[config.mk]
export PLATFORM = sky130hd
export DESIGN_NAME = sdtm_hash
export DESIGN_NICKNAME = d
export VERILOG_FILES = /design/src/hdl/sdtm_pkg.sv /design/src/hdl/sdtm_hash.sv
export VERILOG_INCLUDE_DIRS = /design/src /design/src/hdl
export SDC_FILE = /design/constraint.sdc
export NUM_CORES = 2
export LEC_CHECK = 0
export BUFFER_PORTS_ARGS = -buffer_cell sky130_fd_sc_hd__buf_2
export CORE_MARGIN = 1
export CORE_UTILIZATION = 45
export CTS_BUF_LIST = sky130_fd_sc_hd__clkbuf_4 sky130_fd_sc_hd__clkbuf_8 sky130_fd_sc_hd__clkbuf_16
export DETAILED_ROUTE_END_ITERATION = 8
export RECOVER_POWER = 100
export SLEW_MARGIN = 40
export SYNTH_ARGS = -nofsm -noshare
export SYNTH_HDL_FRONTEND = slang
export SYNTH_SLANG_ARGS = --single-unit
[constraint.sdc]
create_clock -name aclk -period 15.55 [get_ports aclk]
set_input_delay 3.8875 -clock aclk [delete_from_list [all_inputs] [get_ports aclk]]
set_output_delay 3.8875 -clock aclk [all_outputs]
set_load 0.01 [all_outputs]
[src/hdl/sha256_digest_table_match_core_assert.svh]
// assertion macros for the digest table match core
// used by the top level and the hash engine
`ifndef SHA256_DIGEST_TABLE_MATCH_CORE_ASSERT_SVH
`define SHA256_DIGEST_TABLE_MATCH_CORE_ASSERT_SVH
`ifndef ASSERT_OFF
`define SDTM_ASSERT_IMP(label, clk, rstn, ante, cons) \
    label: assert property (@(posedge clk) disable iff (!rstn) (ante) |-> (cons)) \
        else $error("assertion failed");
`define SDTM_ASSERT_NEXT(label, clk, rstn, ante, cons) \
    label: assert property (@(posedge clk) disable iff (!rstn) (ante) |=> (cons)) \
        else $error("assertion failed");
`else
`define SDTM_ASSERT_IMP(label, clk, rstn, ante, cons)
`define SDTM_ASSERT_NEXT(label, clk, rstn, ante, cons)
`endif
`endif

[src/hdl/sdtm_pkg.sv]
// shared constants and functions for the digest table match core
// no dependencies
package sdtm_pkg;
    localparam int MaxHashes  = 32;
    localparam int MaxWordLen = 6;
    localparam int EntryW     = $clog2(MaxHashes);
    localparam int AddrW      = EntryW + 2;
    localparam int CountW     = 6;

    localparam logic REQ_LOAD  = 1'b0;
    localparam logic REQ_CHECK = 1'b1;
    localparam logic [1:0] REG_HASH_COUNT = 2'd0;

    localparam logic [255:0] H_INIT = {
        32'h6a09e667, 32'hbb67ae85, 32'h3c6ef372, 32'ha54ff53a,
        32'h510e527f, 32'h9b05688c, 32'h1f83d9ab, 32'h5be0cd19};

    function automatic logic [31:0] round_k(input logic [5:0] i);
        logic [31:0] k;
        case (i)
            6'd0: k = 32'h428a2f98; 6'd1: k = 32'h71374491; 6'd2: k = 32'hb5c0fbcf;
            6'd3: k = 32'he9b5dba5; 6'd4: k = 32'h3956c25b; 6'd5: k = 32'h59f111f1;
            6'd6: k = 32'h923f82a4; 6'd7: k = 32'hab1c5ed5; 6'd8: k = 32'hd807aa98;
            6'd9: k = 32'h12835b01; 6'd10: k = 32'h243185be; 6'd11: k = 32'h550c7dc3;
            6'd12: k = 32'h72be5d74; 6'd13: k = 32'h80deb1fe; 6'd14: k = 32'h9bdc06a7;
            6'd15: k = 32'hc19bf174; 6'd16: k = 32'he49b69c1; 6'd17: k = 32'hefbe4786;
            6'd18: k = 32'h0fc19dc6; 6'd19: k = 32'h240ca1cc; 6'd20: k = 32'h2de92c6f;
            6'd21: k = 32'h4a7484aa; 6'd22: k = 32'h5cb0a9dc; 6'd23: k = 32'h76f988da;
            6'd24: k = 32'h983e5152; 6'd25: k = 32'ha831c66d; 6'd26: k = 32'hb00327c8;
            6'd27: k = 32'hbf597fc7; 6'd28: k = 32'hc6e00bf3; 6'd29: k = 32'hd5a79147;
            6'd30: k = 32'h06ca6351; 6'd31: k = 32'h14292967; 6'd32: k = 32'h27b70a85;
            6'd33: k = 32'h2e1b2138; 6'd34: k = 32'h4d2c6dfc; 6'd35: k = 32'h53380d13;
            6'd36: k = 32'h650a7354; 6'd37: k = 32'h766a0abb; 6'd38: k = 32'h81c2c92e;
            6'd39: k = 32'h92722c85; 6'd40: k = 32'ha2bfe8a1; 6'd41: k = 32'ha81a664b;
            6'd42: k = 32'hc24b8b70; 6'd43: k = 32'hc76c51a3; 6'd44: k = 32'hd192e819;
            6'd45: k = 32'hd6990624; 6'd46: k = 32'hf40e3585; 6'd47: k = 32'h106aa070;
            6'd48: k = 32'h19a4c116; 6'd49: k = 32'h1e376c08; 6'd50: k = 32'h2748774c;
            6'd51: k = 32'h34b0bcb5; 6'd52: k = 32'h391c0cb3; 6'd53: k = 32'h4ed8aa4a;
            6'd54: k = 32'h5b9cca4f; 6'd55: k = 32'h682e6ff3; 6'd56: k = 32'h748f82ee;
            6'd57: k = 32'h78a5636f; 6'd58: k = 32'h84c87814; 6'd59: k = 32'h8cc70208;
            6'd60: k = 32'h90befffa; 6'd61: k = 32'ha4506ceb; 6'd62: k = 32'hbef9a3f7;
            default: k = 32'hc67178f2;
        endcase
        return k;
    endfunction

    function automatic logic [31:0] rotr(input logic [31:0] x, input int n);
        return (x >> n) | (x << (32 - n));
    endfunction
endpackage

[src/hdl/sdtm_hash.sv]
// iterative sha-256 engine, one round per cycle over a single padded block
// depends on sdtm_pkg
module sdtm_hash import sdtm_pkg::*; (
    input  logic         aclk,
    input  logic         aresetn,
    input  logic         start,
    input  logic [47:0]  word_chars,
    input  logic [2:0]   word_len,
    output logic         done,
    output logic [255:0] digest
);
    typedef enum logic [1:0] {S_IDLE, S_ROUND, S_FINAL} state_t;
    state_t state_reg;
    logic [5:0] round_reg;
    logic [31:0] w_reg [16];
    logic [255:0] v_reg;
    logic [255:0] digest_reg;
    logic done_reg;

    logic [511:0] blk;
    logic [2:0] len;
    logic [31:0] a, b, c, d, e, f, g, h, t1, t2, s0, s1, w_new, w_cur;
    logic [255:0] v_next;

    always_comb begin
        len = (word_len > 3'(MaxWordLen)) ? 3'(MaxWordLen) : word_len;
        blk = '0;
        for (int i = 0; i < 6; i++) begin
            if (3'(i) < len) blk[511 - 8*i -: 8] = word_chars[47 - 8*i -: 8];
        end
        blk[511 - 8*len -: 8] = 8'h80;
        blk[7:0] = {2'b00, len, 3'b000};
    end

    always_comb begin
        {a, b, c, d, e, f, g, h} = v_reg;
        w_cur = w_reg[0];
        s0 = rotr(w_reg[1], 7) ^ rotr(w_reg[1], 18) ^ (w_reg[1] >> 3);
        s1 = rotr(w_reg[14], 17) ^ rotr(w_reg[14], 19) ^ (w_reg[14] >> 10);
        w_new = w_reg[0] + s0 + w_reg[9] + s1;
        t1 = h + (rotr(e, 6) ^ rotr(e, 11) ^ rotr(e, 25)) + ((e & f) ^ (~e & g))
             + round_k(round_reg) + w_cur;
        t2 = (rotr(a, 2) ^ rotr(a, 13) ^ rotr(a, 22)) + ((a & b) ^ (a & c) ^ (b & c));
        v_next = {t1 + t2, a, b, c, d + t1, e, f, g};
    end

    always_ff @(posedge aclk) begin
        if (!aresetn) begin
            state_reg <= S_IDLE;
            done_reg <= 1'b0;
            round_reg <= '0;
        end else begin
            done_reg <= 1'b0;
            case (state_reg)
                S_IDLE: begin
                    if (start) begin
                        for (int i = 0; i < 16; i++) w_reg[i] <= blk[511 - 32*i -: 32];
                        v_reg <= H_INIT;
                        round_reg <= '0;
                        state_reg <= S_ROUND;
                    end
                end
                S_ROUND: begin
                    v_reg <= v_next;
                    for (int i = 0; i < 15; i++) w_reg[i] <= w_reg[i+1];
                    w_reg[15] <= w_new;
                    round_reg <= round_reg + 6'd1;
                    if (round_reg == 6'd63) state_reg <= S_FINAL;
                end
                S_FINAL: begin
                    for (int i = 0; i < 8; i++)
                        digest_reg[255 - 32*i -: 32] <= H_INIT[255 - 32*i -: 32]
                                                       + v_reg[255 - 32*i -: 32];
                    done_reg <= 1'b1;
                    state_reg <= S_IDLE;
                end
                default: state_reg <= S_IDLE;
            endcase
        end
    end

    assign done = done_reg;
    assign digest = digest_reg;

    `include "sha256_digest_table_match_core_assert.svh"
    `SDTM_ASSERT_NEXT(a_start_rounds, aclk, aresetn, state_reg == S_IDLE && start, state_reg == S_ROUND && round_reg == 6'd0)
    `SDTM_ASSERT_NEXT(a_final_done, aclk, aresetn, state_reg == S_FINAL, done_reg)
    `SDTM_ASSERT_IMP(a_done_idle, aclk, aresetn, done_reg, state_reg == S_IDLE)
endmodule

==> metrics.yaml <==
clock-sinks: 1065
async_reset_ff_share_pct: 0
grt.overflow.total: 0
max_freq_mhz: 87.81
post-route-period-util_pct: 73.24
cp.arrival_ns: 11.61
vias_per_cell: 5.715
final_cell_mix: "1024 x edfxtp_1, 399 x xnor2_1, 324 x nand2_1, 301 x and3_1, 283 x clkbuf_1"
largest_register_ffs: 512
cts-root-buf: "clkbuf_16"
setup_tns_ns: 0
slew_headroom_pct: -217.2
drc: 1
maxCapViolCount: 25
synth-edff-count: 1024
worstReg2RegStart: "v_reg[98]"
drt_iter0_drc: 4299
clkLatencyLatePin_ns: 0.77
nNetsFinal: 5405
drive_gt1_share_pct: 8.061
vias: 38642
track_usage_pct: 26.29
wirelength_mm: 172.3
ctsResizeCount: 0
cp_cell_sequence: "clkbuf_1 > nand3b_1 > clkbuf_1 > nand2_1 > clkbuf_1"
ys_ff_latch: 1065
worstSetupPathType: "input port to flip-flop"
syn-num-nets: 5196
die_area_um2: 129600
gp_congestion: 0.9656
die_x_um: 360.0
syn_inst: 4804
cts_tree: "yes"
report.final.slew_viol_count: 1574
startpoint_type: "input port"
critPathTopFamily: "buffers and inverters"
seqCellArea_um2: 31570
grt_pass1_vias: 36881
violations: "design-rule violations, max-capacitance violations, max-slew violations"
max_stage_delay_ns: 3.17
grt_pass1_wl_mm: 251.2
pin_count: 311
ys.flop_type: "edfxtp_1"
start_util_pct: 45.64
post_cts_buffers: 0
skew_ns: 0.07830
final_common_cell: "edfxtp_1"
cts_max_path_buffers: 3
firstDrtPassIters: 9
ys_seq_area_share_pct: 54.74
antenna_found_initial: 6
syn-cell-area_um2: 57680
hold_start: "round_reg[5]"
syn_avg_cell_area_um2: 12.01
cpMostUsedCell: "clkbuf_1"
worstPathRequired_ns: 15.77
end_kind: "flip-flop"
worst_pin_slew_ns: 4.758
yosysWarningCount: 0
hold_class: "flip-flop to flip-flop"
rrSetupSlack_ns: 6.81
rsz0062_at_grt: "no"
fin_crit_ns: 11.39
routedWlPerCell_um: 25.49
cp_num_buf_inv: 3
cts_buffers: 113
htreeDepth: 3
hold_buffers: 0
rows: 130
die_y_um: 360.0
synth_cell_type_count: 94
clkTransAtPathRegs_ns: 0.07
multi_input_area_um2: 24070
core_area_um2: 126400
setup_viol: 0
critPathLaunch: "aresetn"
grt_max_degree: 161
hold_viol: 0
slowest_stage: "clkbuf_1"
status: "finished with violations"
syn2layout_area_growth_pct: 11.37
ant_nets: 0
num-fill-cells: 11214
crit_path_max_fanout: 79
holdWs_ns: 0.4611
io_buffer_count: 310
dpl.hpwl_mm: 124.9
[metrics by stage]
step,util (%),instances,area (um^2),setup slack [ns]
after global placement,48.01,6543,60680,7.296
after global routing,50.82,6761,64230,3.399
final,50.83,6762,64240,4.161
after detailed placement,48.10,6545,60790,7.147
after CTS,51.29,6758,64820,7.330
after floorplan,-,4804,57680,4.181
[kinds of logic after synthesis]
group | count (synthesis) | share of synthesized area [%]
flops | 1065 | 54.74
simple gates | 1491 | 13.58
xor+xnor | 572 | 8.710
fa+ha+maj | 351 | 9.992
buf+inv | 512 | 3.365
mux | 42 | 0.8265
compound gates | 771 | 8.794
[worst register-to-register path: cells and delay by family, from the launching register on]
family	cells	cell delay [ns]
AO/OA/AOI/OAI	12	2.84
adder cells (fa/ha/maj)	6	2.53
AND/OR/NAND/NOR	5	1.10
buffers and inverters	5	0.80
multiplexers	1	0.45
XOR/XNOR	2	0.45
flip-flops	1	0.32
[synth_stat cells (17+ instances only)]
library cell  count  area, um^2
edfxtp_1       1024       30750
xnor2_1         399        3495
nand2_1         325        1220
and3_1          301        1883
and2_1          251        1570
inv_1           243       912.1
nor2_1          236       885.9
clkbuf_1        235       882.1
a21oi_1         199       996.0
fa_1            187        3744
xor2_1          172        1506
ha_1            151        1889
o21ai_0         147       735.7
or2_2           106       663.1
nor3_1           73       365.4
a21o_1           68       510.5
nand3_1          68       340.3
dfxtp_1          41       820.8
nand2b_1         38       237.7
a31oi_1          35       219.0
o21a_1           31       232.7
o21ai_1          30       150.1
o211ai_1         27       202.7
a22o_1           25       219.0
mux2_2           24       270.3
a211oi_1         23       172.7
nor2b_1          21       131.4
o31ai_1          18       135.1
a311oi_1         17       148.9
[final timing paths]
path | endpoint | cells past startpoint
max | v_reg[157] | 5
min | state_reg[1] | 2
max reg2reg | v_reg[255] | 31
min reg2reg | state_reg[1] | 2
[final cells by class]
class | instances | area share (%)
Inverter | 248 | 1.449
Tap cell | 1650 | 3.214
Clock buffer | 129 | 4.599
Timing Repair Buffer | 358 | 2.433
Multi-Input combinational cell | 3227 | 37.48
Clock inverter | 84 | 1.677
Antenna cell | 1 | 0.003896
Sequential cell | 1065 | 49.15
[per-layer routing]
layer | up-vias | GRT usage, % | part of all wire, %
met5 | - | 0 | 0
li1 | 17443 | - | -
met4 | 0 | 8.530 | 3.4
met3 | 288 | 3.997 | 7.0
met2 | 1559 | 41.45 | 46
met1 | 19352 | 37.22 | 43
Power is left out: the tool's default activity adds up to more than one toggle a clock period on the data nets, which glitch-free logic cannot reach.
